### config.mk
export PLATFORM = sky130hd
export DESIGN_NAME = tsc_stat_update
export DESIGN_NICKNAME = d
export VERILOG_FILES = /design/src/sv/tsc_pkg.sv /design/src/sv/tsc_stat_update.sv
export SDC_FILE = /design/constraint.sdc
export NUM_CORES = 1
export LEC_CHECK = 0
export ABC_AREA = 1
export BUFFER_PORTS_ARGS = -buffer_cell sky130_fd_sc_hd__buf_2
export CAP_MARGIN = 25
export CORE_AREA = 2 2 400 402
export DETAILED_ROUTE_END_ITERATION = 10
export DIE_AREA = 0 0 402 404
export PLACE_DENSITY = 0.4
export SETUP_SLACK_MARGIN = 0.05
export SLEW_MARGIN = 20
export SYNTH_ARGS = -nofsm -noshare
export SYNTH_HDL_FRONTEND = slang
export SYNTH_SLANG_ARGS = --single-unit
### constraint.sdc
create_clock -name vclk -period 4.2
set_input_delay 0.84 -clock vclk [all_inputs]
set_output_delay 0.84 -clock vclk [all_outputs]
set_load 0.02 [all_outputs]
### src/sv/tsc_pkg.sv
// Shared constants, codes and types of the timing statistics counter bank.
`timescale 1ns / 1ps

package tsc_pkg;

  localparam int NUM_SLOTS = 64;
  localparam int SLOT_W    = 6;
  localparam int IDX_W     = $clog2(NUM_SLOTS);
  localparam int TALLY_W   = 7;
  localparam int DATA_W    = 64;
  localparam int KIND_W    = 2;
  localparam int ACT_W     = 3;
  localparam int GRP       = 8;
  localparam int NUM_GRP   = (NUM_SLOTS + GRP - 1) / GRP;
  localparam int GIDX_W    = $clog2(GRP);

  typedef enum logic [ACT_W-1:0] {
    ACT_ALLOC = 3'd0,
    ACT_FREE  = 3'd1,
    ACT_BEGIN = 3'd2,
    ACT_END   = 3'd3,
    ACT_COUNT = 3'd4,
    ACT_SET   = 3'd5,
    ACT_READ  = 3'd6,
    ACT_RESET = 3'd7
  } action_t;

  typedef enum logic [KIND_W-1:0] {
    KIND_COUNT    = 2'd0,
    KIND_ELAPSED  = 2'd1,
    KIND_INTERVAL = 2'd2,
    KIND_INVALID  = 2'd3
  } kind_t;

  typedef enum logic [2:0] {
    UPD_NONE,
    UPD_CLEAR,
    UPD_BEGIN,
    UPD_RECORD,
    UPD_EVENT,
    UPD_INTERVAL
  } upd_op_t;

  typedef enum logic [1:0] {
    ST_IDLE,
    ST_EVAL,
    ST_COMMIT
  } state_t;

  typedef struct packed {
    logic [KIND_W-1:0] kind;
    logic [DATA_W-1:0] count;
    logic [DATA_W-1:0] total;
    logic [DATA_W-1:0] min;
    logic [DATA_W-1:0] max;
    logic [DATA_W-1:0] last;
    logic [DATA_W-1:0] begin_stamp;
    logic [DATA_W-1:0] prior_stamp;
    logic              pending;
    logic              prior_valid;
  } entry_t;

  typedef struct packed {
    action_t           action;
    logic [SLOT_W-1:0] slot;
    logic [KIND_W-1:0] kind;
    logic [DATA_W-1:0] now_us;
    logic [DATA_W-1:0] sample_value;
  } req_t;

  typedef struct packed {
    logic              ok;
    upd_op_t           op;
    logic [DATA_W-1:0] v;
    logic [SLOT_W-1:0] tgt;
    logic [KIND_W-1:0] new_kind;
  } eval_t;

  typedef struct packed {
    logic             any;
    logic [IDX_W-1:0] idx;
  } free_t;

  typedef struct packed {
    logic               accepted;
    logic [SLOT_W-1:0]  slot_used;
    logic [KIND_W-1:0]  slot_kind;
    logic [DATA_W-1:0]  sample_count;
    logic [DATA_W-1:0]  sample_total;
    logic [DATA_W-1:0]  sample_min;
    logic [DATA_W-1:0]  sample_max;
    logic [DATA_W-1:0]  last_sample;
    logic               timing_active;
    logic [TALLY_W-1:0] slots_in_use;
  } res_t;

endpackage

### src/sv/tsc_stat_update.sv
// Next-entry logic: clear, begin stamp, sample recording, event counting and interval recording.
`timescale 1ns / 1ps

module tsc_stat_update (
  input  tsc_pkg::upd_op_t            op,
  input  tsc_pkg::entry_t             cur,
  input  logic [tsc_pkg::DATA_W-1:0]  v,
  input  logic [tsc_pkg::DATA_W-1:0]  now_us,
  input  logic [tsc_pkg::KIND_W-1:0]  new_kind,
  output tsc_pkg::entry_t             nxt
);

  logic [tsc_pkg::DATA_W:0]   sum;
  logic                       cnt_full;
  logic [tsc_pkg::DATA_W-1:0] cnt_inc;
  tsc_pkg::entry_t            rec;

  always_comb begin
    sum      = {1'b0, cur.total} + {1'b0, v};
    cnt_full = &cur.count;
    cnt_inc  = cnt_full ? cur.count : cur.count + tsc_pkg::DATA_W'(1);

    rec       = cur;
    rec.last  = v;
    rec.total = sum[tsc_pkg::DATA_W] ? '1 : sum[tsc_pkg::DATA_W-1:0];
    rec.count = cnt_inc;
    if (cur.count == '0) begin
      rec.min = v;
      rec.max = v;
    end else begin
      rec.min = (v < cur.min) ? v : cur.min;
      rec.max = (v > cur.max) ? v : cur.max;
    end

    nxt = cur;
    case (op)
      tsc_pkg::UPD_CLEAR: begin
        nxt      = '0;
        nxt.kind = new_kind;
      end
      tsc_pkg::UPD_BEGIN: begin
        nxt.begin_stamp = now_us;
        nxt.pending     = 1'b1;
      end
      tsc_pkg::UPD_RECORD: begin
        nxt         = rec;
        nxt.pending = 1'b0;
      end
      tsc_pkg::UPD_EVENT: begin
        nxt.count = cnt_inc;
        nxt.last  = cnt_inc;
      end
      tsc_pkg::UPD_INTERVAL: begin
        if (cur.prior_valid) begin
          nxt = rec;
        end
        nxt.prior_stamp = now_us;
        nxt.prior_valid = 1'b1;
      end
      default: begin
        nxt = cur;
      end
    endcase
  end

endmodule

==> impl_metrics.env <==
export IMPL_wl_met1_mm=105.0
export IMPL_synth_mux_area_frac=0
export IMPL_overflow=0
export IMPL_yosysWarnings=0
export IMPL_grt_antenna_before_repair=42
export IMPL_wl_met2_mm=107.3
export IMPL_seq_cells=0
export IMPL_slew_viol_final=0
export IMPL_first_iter_violations=3756
export IMPL_power_uw=7076
export IMPL_dr_pass1_iters=6
export IMPL_wl_met3_mm=21.32
export IMPL_grt_max_degree=129
export IMPL_syn_num_nets=5902
export IMPL_num_clock_buffers=0
export IMPL_grt_first_pass_wirelength_mm=324.6
export IMPL_grt_usage=0.2845
export IMPL_hpwl_mm=209.7
export IMPL_critPathTopFamily="simple AND/OR/NAND/NOR gates"
export IMPL_die_height_um=404
export IMPL_crit_slowest_cell="ha_4"
export IMPL_cp_arrival_ps=3680
export IMPL_dp_slack_ps=-736.3
export IMPL_power_leakage_uw=0.02296
export IMPL_ant_nets=0
export IMPL_setup_viol=74
export IMPL_syn_area_um2=24550
export IMPL_endpoint_kind="primary output"
export IMPL_peakVddDrop_mv=0.08771
export IMPL_postCtsHoldBufs=0
export IMPL_port_buffers=1037
export IMPL_vias_per_cell=4.827
export IMPL_finalHoldViolations=0
export IMPL_topRoutingLayerUsed="met5"
export IMPL_synth_fa_ha_area_frac=0.09916
export IMPL_syn2layout_area_growth_pct=77.04
export IMPL_synth_simple_gate_area_frac=0.5116
export IMPL_power_density_nw_per_um2=162.8
export IMPL_rows=146
export IMPL_num_io_pins=1037
export IMPL_failed_checks="setup timing"
export IMPL_cp_cell_sequence="buf_8 -> clkinvlp_4 -> ha_4 -> nand2_4 -> nor2_4 -> nand2_4 -> nor4_4 -> buf_4 -> and2b_1 -> nand4_1 -> nand2_4 -> nand2_8 -> buf_12 -> buf_8 -> buf_12 -> nand2_1 -> nand3_1 -> nand2_1 -> nand2_2 -> buf_6"
export IMPL_maxCapViolations=0
export IMPL_utilization=0.2754
export IMPL_holdWs_ps=2008
export IMPL_rsz0062_at_grt="true"
export IMPL_avgRoutedWirePerCell_um=28.25
export IMPL_finalWirelength_mm=245.9
export IMPL_worstMarginPinSlew_ps=906.1
export IMPL_crit_type="primary input to primary output"
export IMPL_cpPeakStageDelay_ps=330
export IMPL_crit_required_ps=3360
export IMPL_crit_start="cur[256]"
export IMPL_drc=0
export IMPL_grt_pass1_vias=38910
export IMPL_critPathBufInv=7
export IMPL_fmax_ghz=0.2213
export IMPL_worstSetupEndpoint="nxt[250]"
export IMPL_fin_crit_sh=1.076
export IMPL_die_width_um=402
export IMPL_place_congestion=0.9741
export IMPL_vias=42020
export IMPL_layout_nets=7400
export IMPL_crit_path_start_kind="primary input"
export IMPL_worstHoldPathType="primary input to primary output"
export IMPL_fin_cells=8704
export IMPL_start_util=0.1556
export IMPL_crit_top_cell="nand2_4"
export IMPL_register_area_um2=0
export IMPL_die_area_um2=162400
export IMPL_synth_xor_area_frac=0.03032
export IMPL_synth_compound_area_share=0.2185
export IMPL_core_area_um2=157800
export IMPL_dp_cells=8605
export IMPL_syn_instance_count=5123
export IMPL_cp_max_fo=7
export IMPL_synth_top_family_by_area="simple AND/OR/NAND/NOR gates"
export IMPL_synth_avg_cell_area_um2=4.793
export IMPL_outcome="finished, violations left"
export IMPL_period_needed_ps=4518
export IMPL_drive_above_1_share=0.3898
export IMPL_slew_headroom=0.3896
export IMPL_setup_ws_ps=-318.4
export IMPL_synth_cell_types=51
export IMPL_cp_num_cells=20
export IMPL_ys_seq_area_frac=0
cell usage after synthesis, drive strengths merged (14+ instances only):
cell     number  area [um2]
a21oi       250        1262
buf          93       525.5
clkbuf      196       735.7
ha          193        2415
inv         582        2187
nand2      1900        7219
nand3       521        2623
nand4        55       344.1
nor2        462        1785
nor3         63       402.9
nor4         14       87.58
o2111ai      51       446.7
o211ai       30       300.3
o21ai       516        2590
o221ai       18       214.0
o22ai        31       193.9
xor2         79       691.9
how the worst min path moves through the flow:
stage	from	to	cells after the start
after global placement	cur[20]	nxt[20]	4
after detailed placement	cur[22]	nxt[22]	4
after CTS	cur[256]	nxt[256]	4
final	cur[256]	nxt[256]	4
after global routing	cur[256]	nxt[256]	4
after floorplan	cur[389]	nxt[389]	2
layout make-up:
cell class,instances,area (um2)
Antenna cell,13,32.53
Inverter,582,2231
Fill cell,18190,114400
Multi-Input combinational cell,4252,24750
Timing Repair Buffer,1785,13870
Tap cell,2072,2592
worst min-delay path, delay by kind of cell:
kind                   cells  cell delay (ps)
and+or+nand+nor            2              120
buffers and inverters      2              200
per-layer routing:
layer,global-route usage,vias to the layer above
met2,0.4473,1799
li1,-,19720
met4,0.1007,24
met3,0.06702,319
met1,0.3771,20150
met5,0,-
repair_timing:
action                                  4_1_cts  5_1_grt
cloned                                       17        1
setup buffers                                43       40
pin swaps                                   179      304
endpoints found under the setup margin      199      231
resized for setup                           665      639
power by group:
group | internal, uW | switching (uW)
registers | 0 | 0
clock network | 0.000418 | 0
logic | 2690 | 4380
stage by stage:
step / setup TNS [ps] / area [um2]
4_1_cts: -23690 / 40850
3_3_place_gp: -89290 / 37380
2_1_floorplan: 0 / 24550
3_5_place_dp: -59490 / 37390
6_report: -14250 / 43470
5_1_grt: -25240 / 43460
logic make-up (layout without fill, tap and decap cells):
logic type / count (synthesis) / count (layout)
other: 0 / 13
buffers and inverters: 871 / 2367
adder cells (fa/ha/maj): 194 / 194
AO/OA/AOI/OAI: 945 / 945
AND/OR/NAND/NOR: 3028 / 3028
XOR/XNOR: 85 / 85
cell usage in the layout (no fill, tap or decap), types with 45 or more instances in the layout:
cell type,instances
buf_6,165
o21ai_1,62
nor2_2,47
o2111ai_1,51
nand4_1,55
buf_2,826
nor2_1,392
buf_4,636
xor2_1,77
a21oi_1,201
o21ai_0,442
buf_12,115
nand3_2,120
nand2_1,1576
nand3_1,387
a21oi_2,45
nand2_2,240
inv_1,534
ha_1,117
ha_4,75
nand2_4,80
Note: power is estimated with default switching activity, not from simulation.
