$ cat config.mk
export PLATFORM = sky130hd
export DESIGN_NAME = tsc_free_find
export DESIGN_NICKNAME = d
export VERILOG_FILES = /design/src/sv/tsc_pkg.sv /design/src/sv/tsc_free_find.sv
export SDC_FILE = /design/constraint.sdc
export NUM_CORES = 1
export LEC_CHECK = 0
export ABC_CLOCK_PERIOD_IN_PS = 1150
export BUFFER_PORTS_ARGS = -buffer_cell sky130_fd_sc_hd__buf_2
export CAP_MARGIN = 20
export CORE_AREA = 2 2 54 76
export DETAILED_ROUTE_END_ITERATION = 16
export DIE_AREA = 0 0 56 78
export GPL_TIMING_DRIVEN = 0
export PLACE_DENSITY = 0.73
export SLEW_MARGIN = 25
export SYNTH_ARGS = -nofsm -noshare
export SYNTH_HDL_FRONTEND = slang
export SYNTH_SLANG_ARGS = --single-unit
export TNS_END_PERCENT = 1
$ cat constraint.sdc
create_clock -name clk -period 1.15 [get_ports clk]
set_clock_uncertainty 0.1 [all_clocks]
set_input_delay 0.115 -clock clk [delete_from_list [all_inputs] [get_ports clk]]
set_output_delay 0.115 -clock clk [all_outputs]
set_load 0.01 [all_outputs]
$ cat src/sv/tsc_pkg.sv
// Shared constants, codes and types of the timing statistics counter bank.
`timescale 1ns / 1ps

package tsc_pkg;

  localparam int NUM_SLOTS = 64;
  localparam int SLOT_W    = 6;
  localparam int IDX_W     = $clog2(NUM_SLOTS);
  localparam int TALLY_W   = 7;
  localparam int DATA_W    = 64;
  localparam int KIND_W    = 2;
  localparam int ACT_W     = 3;
  localparam int GRP       = 8;
  localparam int NUM_GRP   = (NUM_SLOTS + GRP - 1) / GRP;
  localparam int GIDX_W    = $clog2(GRP);

  typedef enum logic [ACT_W-1:0] {
    ACT_ALLOC = 3'd0,
    ACT_FREE  = 3'd1,
    ACT_BEGIN = 3'd2,
    ACT_END   = 3'd3,
    ACT_COUNT = 3'd4,
    ACT_SET   = 3'd5,
    ACT_READ  = 3'd6,
    ACT_RESET = 3'd7
  } action_t;

  typedef enum logic [KIND_W-1:0] {
    KIND_COUNT    = 2'd0,
    KIND_ELAPSED  = 2'd1,
    KIND_INTERVAL = 2'd2,
    KIND_INVALID  = 2'd3
  } kind_t;

  typedef enum logic [2:0] {
    UPD_NONE,
    UPD_CLEAR,
    UPD_BEGIN,
    UPD_RECORD,
    UPD_EVENT,
    UPD_INTERVAL
  } upd_op_t;

  typedef enum logic [1:0] {
    ST_IDLE,
    ST_EVAL,
    ST_COMMIT
  } state_t;

  typedef struct packed {
    logic [KIND_W-1:0] kind;
    logic [DATA_W-1:0] count;
    logic [DATA_W-1:0] total;
    logic [DATA_W-1:0] min;
    logic [DATA_W-1:0] max;
    logic [DATA_W-1:0] last;
    logic [DATA_W-1:0] begin_stamp;
    logic [DATA_W-1:0] prior_stamp;
    logic              pending;
    logic              prior_valid;
  } entry_t;

  typedef struct packed {
    action_t           action;
    logic [SLOT_W-1:0] slot;
    logic [KIND_W-1:0] kind;
    logic [DATA_W-1:0] now_us;
    logic [DATA_W-1:0] sample_value;
  } req_t;

  typedef struct packed {
    logic              ok;
    upd_op_t           op;
    logic [DATA_W-1:0] v;
    logic [SLOT_W-1:0] tgt;
    logic [KIND_W-1:0] new_kind;
  } eval_t;

  typedef struct packed {
    logic             any;
    logic [IDX_W-1:0] idx;
  } free_t;

  typedef struct packed {
    logic               accepted;
    logic [SLOT_W-1:0]  slot_used;
    logic [KIND_W-1:0]  slot_kind;
    logic [DATA_W-1:0]  sample_count;
    logic [DATA_W-1:0]  sample_total;
    logic [DATA_W-1:0]  sample_min;
    logic [DATA_W-1:0]  sample_max;
    logic [DATA_W-1:0]  last_sample;
    logic               timing_active;
    logic [TALLY_W-1:0] slots_in_use;
  } res_t;

endpackage

$ cat src/sv/tsc_free_find.sv
// Two-level lowest-free-slot search over the allocation bits.
`timescale 1ns / 1ps

module tsc_free_find (
  input  logic                          clk,
  input  logic [tsc_pkg::NUM_SLOTS-1:0] alloc_bits,
  output tsc_pkg::free_t                free
);

  logic [tsc_pkg::NUM_GRP-1:0] grp_free_r;
  logic [tsc_pkg::NUM_GRP-1:0] grp_free_nxt;
  logic [tsc_pkg::GIDX_W-1:0]  grp_idx_r   [tsc_pkg::NUM_GRP];
  logic [tsc_pkg::GIDX_W-1:0]  grp_idx_nxt [tsc_pkg::NUM_GRP];

  // The first level finds the lowest free bit inside each group of eight.
  always_comb begin
    for (int g = 0; g < tsc_pkg::NUM_GRP; g++) begin
      grp_free_nxt[g] = 1'b0;
      grp_idx_nxt[g]  = '0;
      for (int b = tsc_pkg::GRP - 1; b >= 0; b--) begin
        if ((g * tsc_pkg::GRP + b) < tsc_pkg::NUM_SLOTS) begin
          if (!alloc_bits[g * tsc_pkg::GRP + b]) begin
            grp_free_nxt[g] = 1'b1;
            grp_idx_nxt[g]  = tsc_pkg::GIDX_W'(b);
          end
        end
      end
    end
  end

  always_ff @(posedge clk) begin
    grp_free_r <= grp_free_nxt;
    grp_idx_r  <= grp_idx_nxt;
  end

  // The second level picks the lowest group that holds a free slot.
  always_comb begin
    free.any = 1'b0;
    free.idx = '0;
    for (int g = tsc_pkg::NUM_GRP - 1; g >= 0; g--) begin
      if (grp_free_r[g]) begin
        free.any = 1'b1;
        free.idx = tsc_pkg::IDX_W'(g * tsc_pkg::GRP) + tsc_pkg::IDX_W'(grp_idx_r[g]);
      end
    end
  end

endmodule

==> metrics.cfg, run 1 <==
[sta]
period_share_pct=149
worstMarginPinSlew_ps=343
clock.fmax_ghz=0.583
whs_ps=8.41
timing.final.hold_violations=0
maxSlewHeadroom_pct=77.1
finalCriticalPeriod_ps=1720
setup_violations=9
grt_setup_unrepaired=true
finalWorstSetupSlack_ps=-566
drv_slew=0

[global_route]
grt_max_degree=10
initial_antenna_violation_count=0
global_route_congestion_overflow_total=0
vias_in_the_first_global_route=1694
wire_length_of_the_first_global_routing_pass_um=6640
grt_usage_pct=19.1

[status]
status=finished with violations
failed_checks=negative setup slack

[layout]
final_net_count=377
num-fill-cells=330
post_route_cells_drive_above_1_share_pct=29.1
final_non_filler_cells=355
layout.cell_area.non_filler_mm2=0.00245
count_of_inserted_antenna_diode_cells=0
layout-area-overhead-vs-synth_pct=67.4

[floorplanning]
floorplan_core_area_mm2=0.00364
die_height_um=78
floorplan.rows=26
num_io_pins=72
full_die_area_mm2=0.00437
starting_utilization_of_the_core_area_pct=40.2
die_width_um=56

[clock_network]
cts-buffers-inserted=5
cts.sink_count=32
cts.reportedPaths.clkPinSlew_ps=60
clock_tree.htree_level_count=2
cts.path.max_buffers=2
tritoncts=yes
clock-root-buffer=sky130_fd_sc_hd__clkbuf_8

[worst_setup_path]
crit_fanout=5
worst_setup_path_start_kind=flip-flop
critical_path.startpoint=grp_free_r[5]
timing.setup.critical_path_class=reg -> out
crit_end=free[1]
critical_path_required_ps=940
cp-end-kind=output pin
worstPathArrival_ps=1500

[power]
power.share.clock_pct=34.5
switching_share_pct=22.7
share_comb_of_total_power_pct=17.7
p_per_area_mw_per_mm2=998
cell_internal_pwr_uw=1890
power_uw=2450
sequentialPowerShare_pct=47.7
leakagePower_uw=0.00112
switch_pwr_uw=557
irDropWorstVdd_mv=0.848

[worst_hold_path]
hold_start=alloc_bits[10]
holdCritPathClass=in -> reg

[route]
wire_per_inst_um=11.2
ant_nets=0
number_of_vias_in_the_routed_layout=1757
dr.pass1.iters=4
detail_route.vias_per_cell=4.95
detail_route.iter0.violations=57
drcViolationCount=0
drt-total-wl_um=3980

[logic_synthesis]
post-synth-top-area-cell=sky130_fd_sc_hd__dfxtp_1
synth_area_mm2=0.00147
avgSynthCellArea_um2=7.68
synth_sequential_area_ratio_pct=43.7
synth_cell_types=21
post_synthesis_net_count=256
synth.ff_latch_count=32
yosys.area.top_type_share_pct=43.7
synth.top_cells.by_area=sky130_fd_sc_hd__dfxtp_1, sky130_fd_sc_hd__nand2_1, sky130_fd_sc_hd__a31oi_1, sky130_fd_sc_hd__o22ai_1, sky130_fd_sc_hd__inv_1
ys_warns=0
synth_cells=191

[placed_design]
gp_congestion=0.812
dpl.hpwl_um=2760
numPortBuffers=71
area_after_detailed_placement_mm2=0.00189
dp.cells=304

[job]
drv_cap=0

worst max-delay path, cell delays in order, from the launching register on:
cell and delay, ps:
sky130_fd_sc_hd__dfxtp_2 330, sky130_fd_sc_hd__or2_4 270, sky130_fd_sc_hd__a221o_1 270, sky130_fd_sc_hd__nand3_1 100, sky130_fd_sc_hd__a31oi_1 90, sky130_fd_sc_hd__buf_2 160
layer usage:
layer	routed length [um]	track usage (%)
met5	0	0
met4	62	6.90
met3	150	5.50
met2	2160	35.6
met1	1600	19.9
cells in the final DEF (no fill, tap or decap):
cell type | synthesis | routed
sky130_fd_sc_hd__or2_4 | 1 | 1
sky130_fd_sc_hd__nor3_1 | 4 | 4
sky130_fd_sc_hd__a21boi_1 | 0 | 3
sky130_fd_sc_hd__buf_2 | 0 | 68
sky130_fd_sc_hd__o21ai_1 | 0 | 2
sky130_fd_sc_hd__o21ai_2 | 0 | 1
sky130_fd_sc_hd__or3_1 | 5 | 5
sky130_fd_sc_hd__a31oi_1 | 11 | 10
sky130_fd_sc_hd__o22ai_1 | 11 | 11
sky130_fd_sc_hd__dfxtp_4 | 0 | 1
sky130_fd_sc_hd__dfxtp_1 | 32 | 28
sky130_fd_sc_hd__a21boi_0 | 8 | 4
sky130_fd_sc_hd__nand3_2 | 0 | 1
sky130_fd_sc_hd__clkbuf_8 | 0 | 6
sky130_fd_sc_hd__buf_4 | 0 | 1
sky130_fd_sc_hd__nor2b_4 | 0 | 1
sky130_fd_sc_hd__o21ai_0 | 12 | 9
sky130_fd_sc_hd__a22oi_1 | 3 | 3
sky130_fd_sc_hd__nor2b_1 | 4 | 4
sky130_fd_sc_hd__a31oi_2 | 0 | 1
sky130_fd_sc_hd__nor2_4 | 0 | 1
sky130_fd_sc_hd__nand2_1 | 43 | 43
sky130_fd_sc_hd__buf_6 | 0 | 3
sky130_fd_sc_hd__a21boi_2 | 0 | 1
sky130_fd_sc_hd__o31ai_2 | 0 | 1
sky130_fd_sc_hd__o21ba_2 | 1 | 1
sky130_fd_sc_hd__clkbuf_1 | 0 | 2
sky130_fd_sc_hd__dlygate4sd3_1 | 0 | 42
sky130_fd_sc_hd__and2_1 | 1 | 1
sky130_fd_sc_hd__nand3_1 | 9 | 8
sky130_fd_sc_hd__a41oi_1 | 5 | 5
sky130_fd_sc_hd__nor2_1 | 14 | 13
sky130_fd_sc_hd__a221o_1 | 3 | 3
sky130_fd_sc_hd__inv_1 | 17 | 17
sky130_fd_sc_hd__nand4_1 | 5 | 5
sky130_fd_sc_hd__dfxtp_2 | 0 | 3
cell type report:
type,count,area (um^2),share of cell area (%)
timing repair buffer,114,802,32.7
multi-input combinational,142,798,32.5
clock buffer,8,90.1,3.67
inverter,17,63.8,2.60
tap,42,52.6,2.14
sequential,32,648,26.4
what timing repair did:
item	4_1_cts	5_1_grt
hold buffers	42	0
gates cloned	0	0
resized for setup	6	14
buffers inserted	1	0
pin swaps	1	9
endpoints found under the hold margin	18	0
endpoints found under the setup margin	7	15
cell families after synthesis:
logic type / synth area share (%)
buf+inv: 4.35
simple gates: 26.6
flops: 43.7
compound gates: 25.3
worst min-delay path by stage:
| stage | slack (ps) | cells past startpoint | to |
|---|---|---|---|
| 2_1_floorplan | 110 | 1 | grp_idx_r[10] |
| 3_3_place_gp | 230 | 2 | grp_idx_r[4] |
| 3_5_place_dp | 230 | 2 | grp_idx_r[13] |
| 4_1_cts | 3 | 2 | grp_idx_r[8] |
| 5_1_grt | 4 | 3 | grp_idx_r[18] |
| 6_report | 8 | 3 | grp_idx_r[18] |
metrics by stage:
step / util, % / setup TNS [ps] / setup slack (ps)
floorplan: - / -296 / -85.4
detailed placement: 51.8 / -1440 / -276
global route: 67.4 / -3950 / -642
CTS: 66.4 / -3380 / -567
global placement: 51.8 / -1390 / -274
finish: 67.4 / -3430 / -566
synthesized netlist by cell type:
cell type,instances
sky130_fd_sc_hd__nand2_1,43
sky130_fd_sc_hd__dfxtp_1,32
sky130_fd_sc_hd__inv_1,17
sky130_fd_sc_hd__nor2_1,14
sky130_fd_sc_hd__o21ai_0,12
sky130_fd_sc_hd__a31oi_1,11
sky130_fd_sc_hd__o22ai_1,11
sky130_fd_sc_hd__nand3_1,9
sky130_fd_sc_hd__a21boi_0,8
sky130_fd_sc_hd__a41oi_1,5
sky130_fd_sc_hd__nand4_1,5
sky130_fd_sc_hd__or3_1,5
sky130_fd_sc_hd__nor2b_1,4
sky130_fd_sc_hd__nor3_1,4
sky130_fd_sc_hd__a221o_1,3
sky130_fd_sc_hd__a22oi_1,3
sky130_fd_sc_hd__and2_1,1
sky130_fd_sc_hd__nor2b_2,1
sky130_fd_sc_hd__o21ba_2,1
sky130_fd_sc_hd__o31ai_1,1
sky130_fd_sc_hd__or2_4,1
registers in the layout (all words and copies together), names as in the netlist:
name / count
grp_free_r: 8
grp_idx_r: 24
power by group through the flow:
stage	combinational [uW]	sequential (uW)	clock [uW]
after global placement	295	1200	0
after floorplan	123	1190	0
after CTS	413	1170	865
after detailed placement	304	1200	0
after global routing	487	1170	941
final	434	1170	846
No activity file was read; power rests on OpenSTA's default activity.
==> run 2, diff against run 1 <==
--- a/config.mk
+++ b/config.mk
@@ -8,12 +8,12 @@
 export ABC_CLOCK_PERIOD_IN_PS = 1150
 export BUFFER_PORTS_ARGS = -buffer_cell sky130_fd_sc_hd__buf_2
 export CAP_MARGIN = 20
-export CORE_AREA = 2 2 54 76
+export CORE_AREA = 2 2 53 75
+export CTS_BUF_LIST = sky130_fd_sc_hd__clkbuf_2
 export DETAILED_ROUTE_END_ITERATION = 16
-export DIE_AREA = 0 0 56 78
+export DIE_AREA = 0 0 55 77
 export GPL_TIMING_DRIVEN = 0
-export PLACE_DENSITY = 0.73
-export SLEW_MARGIN = 25
+export PLACE_DENSITY = 0.76
 export SYNTH_ARGS = -nofsm -noshare
 export SYNTH_HDL_FRONTEND = slang
 export SYNTH_SLANG_ARGS = --single-unit
==> run 2 against run 1 <==
The run still ends with negative setup slack left. Final cell count rose by 6.2%. Global-route usage rose by 4.8 points. Setup slack got worse by 100 ps. Via count rose by 7.1%. Routed wire length rose by 15%. Core utilization rose by 4.9 points. Sequential share of layout area fell by 1.4 points. Largest power group unchanged.
==> metrics.cfg, run 2 (synthesized netlist as in run 1, its figures left out) <==
[status]
status=finished with violations
failed_checks=negative setup slack

[layout]
final_net_count=399  ; +5.8%
post_route_cells_drive_above_1_share_pct=26.6  ; -2.5 points
largest_register=grp_idx_r
layout-area-overhead-vs-synth_pct=76.5
final_util_pct=72.3  ; +4.9 points
count_of_inserted_antenna_diode_cells=0  ; unchanged
largest_register_ffs=24  ; unchanged
top_regs=grp_idx_r x24, grp_free_r x8
num-fill-cells=269  ; -18%
most_frequent_standard_cell_in_the_layout_excluding_fill_and_tap_cells=sky130_fd_sc_hd__buf_2
final_non_filler_cells=377  ; +6.2%
final_cell_mix=sky130_fd_sc_hd__buf_2, sky130_fd_sc_hd__dlygate4sd3_1, sky130_fd_sc_hd__nand2_1, sky130_fd_sc_hd__dfxtp_1, sky130_fd_sc_hd__inv_1

[global_route]
grt_util_met2_pct=43.5  ; +7.8 points
globalRouteMet1Util_pct=24.5  ; +4.6 points
grt_busiest_layer=met2
initial_antenna_violation_count=0  ; unchanged
met3_usage_pct=2.53  ; -3.0 points
vias_in_the_first_global_route=1888  ; +11%
grt_max_degree=11  ; +1
global_route_congestion_overflow_total=0  ; unchanged
wire_length_of_the_first_global_routing_pass_um=7530  ; +13%
grt_usage_pct=23.9  ; +4.8 points

[placed_design]
gp_congestion=0.758  ; -6.6%
numPortBuffers=71  ; unchanged
dpl.hpwl_um=2660  ; -3.7%
dp_worst_setup_slack_ps=-281  ; -5.13 ps
dp.cells=304  ; unchanged

[floorplanning]
die_width_um=55  ; -1.8%
full_die_area_mm2=0.00424  ; -3.0%
floorplan_core_area_mm2=0.00358  ; -1.8%
num_io_pins=72  ; unchanged
die_height_um=77  ; -1.3%
starting_utilization_of_the_core_area_pct=41.0  ; +0.73 points
floorplan.rows=26  ; unchanged

[route]
ant_nets=0  ; unchanged
detail_route.iter0.violations=28  ; -51%
detail_route.vias_per_cell=4.99  ; +0.86%
drt-total-wl_um=4570  ; +15%
drcViolationCount=0  ; unchanged
dr.pass1.iters=4  ; unchanged
number_of_vias_in_the_routed_layout=1882  ; +7.1%
wire_per_inst_um=12.1  ; +8.2%

[power]
irDropWorstVdd_mv=0.773  ; -8.8%
p_per_area_mw_per_mm2=825  ; -17%
leakagePower_uw=0.00119  ; +6.0%
power_uw=2140  ; -13%

[sta]
setup_tns_ps=-4110  ; -675 ps
worstMarginPinSlew_ps=351  ; +7.67 ps
drv_slew=0  ; unchanged
clock.fmax_ghz=0.551  ; -5.5%
finalWorstSetupSlack_ps=-665  ; -99.5 ps
finalCriticalPeriod_ps=1820  ; +99.5 ps
period_share_pct=158  ; +8.7 points
timing.final.hold_violations=0  ; unchanged
grt_setup_unrepaired=true
setup_violations=7  ; -2
maxSlewHeadroom_pct=76.5  ; -0.51 points

[clock_network]
clock-root-buffer=sky130_fd_sc_hd__clkbuf_2
cts-buffers-inserted=5  ; unchanged
cts.path.max_buffers=2  ; unchanged
clock_tree.htree_level_count=2  ; unchanged
tritoncts=yes
cts.reportedPaths.clkPinSlew_ps=160  ; +100 ps
cts.sink_count=32  ; unchanged

[worst_setup_path]
critical_path_required_ps=940  ; about the same
cp-end-kind=output pin
timing.setup.critical_path_class=reg -> out
crit_fanout=5  ; unchanged
worstPathArrival_ps=1600  ; +100 ps
worst_setup_path_start_kind=flip-flop

[worst_hold_path]
holdCritPathClass=in -> reg
hold_start=alloc_bits[1]
whs_path_depth=3  ; unchanged
hold_end=grp_idx_r[21]

[job]
drv_cap=0  ; unchanged

## run 2: changes by cell type in the layout (fill, tap and decap cells not counted), moves of 2 or more
cell	change
sky130_fd_sc_hd__clkbuf_8	-6
sky130_fd_sc_hd__clkinv_2	+2
sky130_fd_sc_hd__clkbuf_2	+5
sky130_fd_sc_hd__clkbuf_1	-2
sky130_fd_sc_hd__buf_6	-3
sky130_fd_sc_hd__o21ai_0	+3
sky130_fd_sc_hd__dlygate4sd3_1	+22
sky130_fd_sc_hd__buf_2	+3
sky130_fd_sc_hd__o21ai_1	-2
## run 2: power breakdown
part / switching, uW / total (uW) / internal, uW
clock network: 342 / 478 / 136
logic: 196 / 489 / 293
registers: 13.9 / 1170 / 1150
total: 552 / 2140 / 1580
## run 2: stage by stage
step,hold slack [ps],area [um^2]
6_report,401,2590
3_3_place_gp,229,1890
2_1_floorplan,113,1480
3_5_place_dp,229,1890
5_1_grt,375,2590
4_1_cts,353,2590
## run 2: worst max path at each step
stage | to | slack, ps | startpoint | depth (start not counted)
finish | free[2] | -670 | grp_free_r[4] | 5
global placement | free[0] | -270 | grp_free_r[4] | 5
CTS | free[2] | -690 | grp_free_r[4] | 5
detailed placement | free[2] | -280 | grp_free_r[5] | 5
global route | free[1] | -760 | grp_free_r[5] | 5
floorplan | free[0] | -90 | grp_free_r[5] | 4
## run 2: layout make-up
type                            count  area (um^2)  share of cell area, %
Tap cell                           42         52.6                   2.03
Inverter                           17         63.8                   2.47
Multi-Input combinational cell    142          781                   30.2
Sequential cell                    32          648                   25.0
Timing Repair Buffer              136         1000                   38.8
Clock buffer                        5         25.0                  0.967
Clock inverter                      3         13.8                  0.532
## run 2: repair_timing
action                                  4_1_cts  5_1_grt
buffers inserted                              1        0
endpoints found under the hold margin        32        0
resized for setup                             6        3
cloned                                        0        0
pin swaps                                     2        0
endpoints found under the setup margin        7       10
hold buffers                                 64        0
## run 2: critical path: stages (launching register included)
cell                      delay (ps)
sky130_fd_sc_hd__dfxtp_4         380
sky130_fd_sc_hd__or2_4           240
sky130_fd_sc_hd__a221o_1         270
sky130_fd_sc_hd__nand3_1          90
sky130_fd_sc_hd__a31oi_1         100
sky130_fd_sc_hd__buf_2           170
## run 2: metal layers
metal / vias to the layer above / share of wire, %
met5: - / 0
met4: 0 / 3.8
met3: 17 / 3.7
met2: 61 / 55
met1: 831 / 37
li1: 973 / -
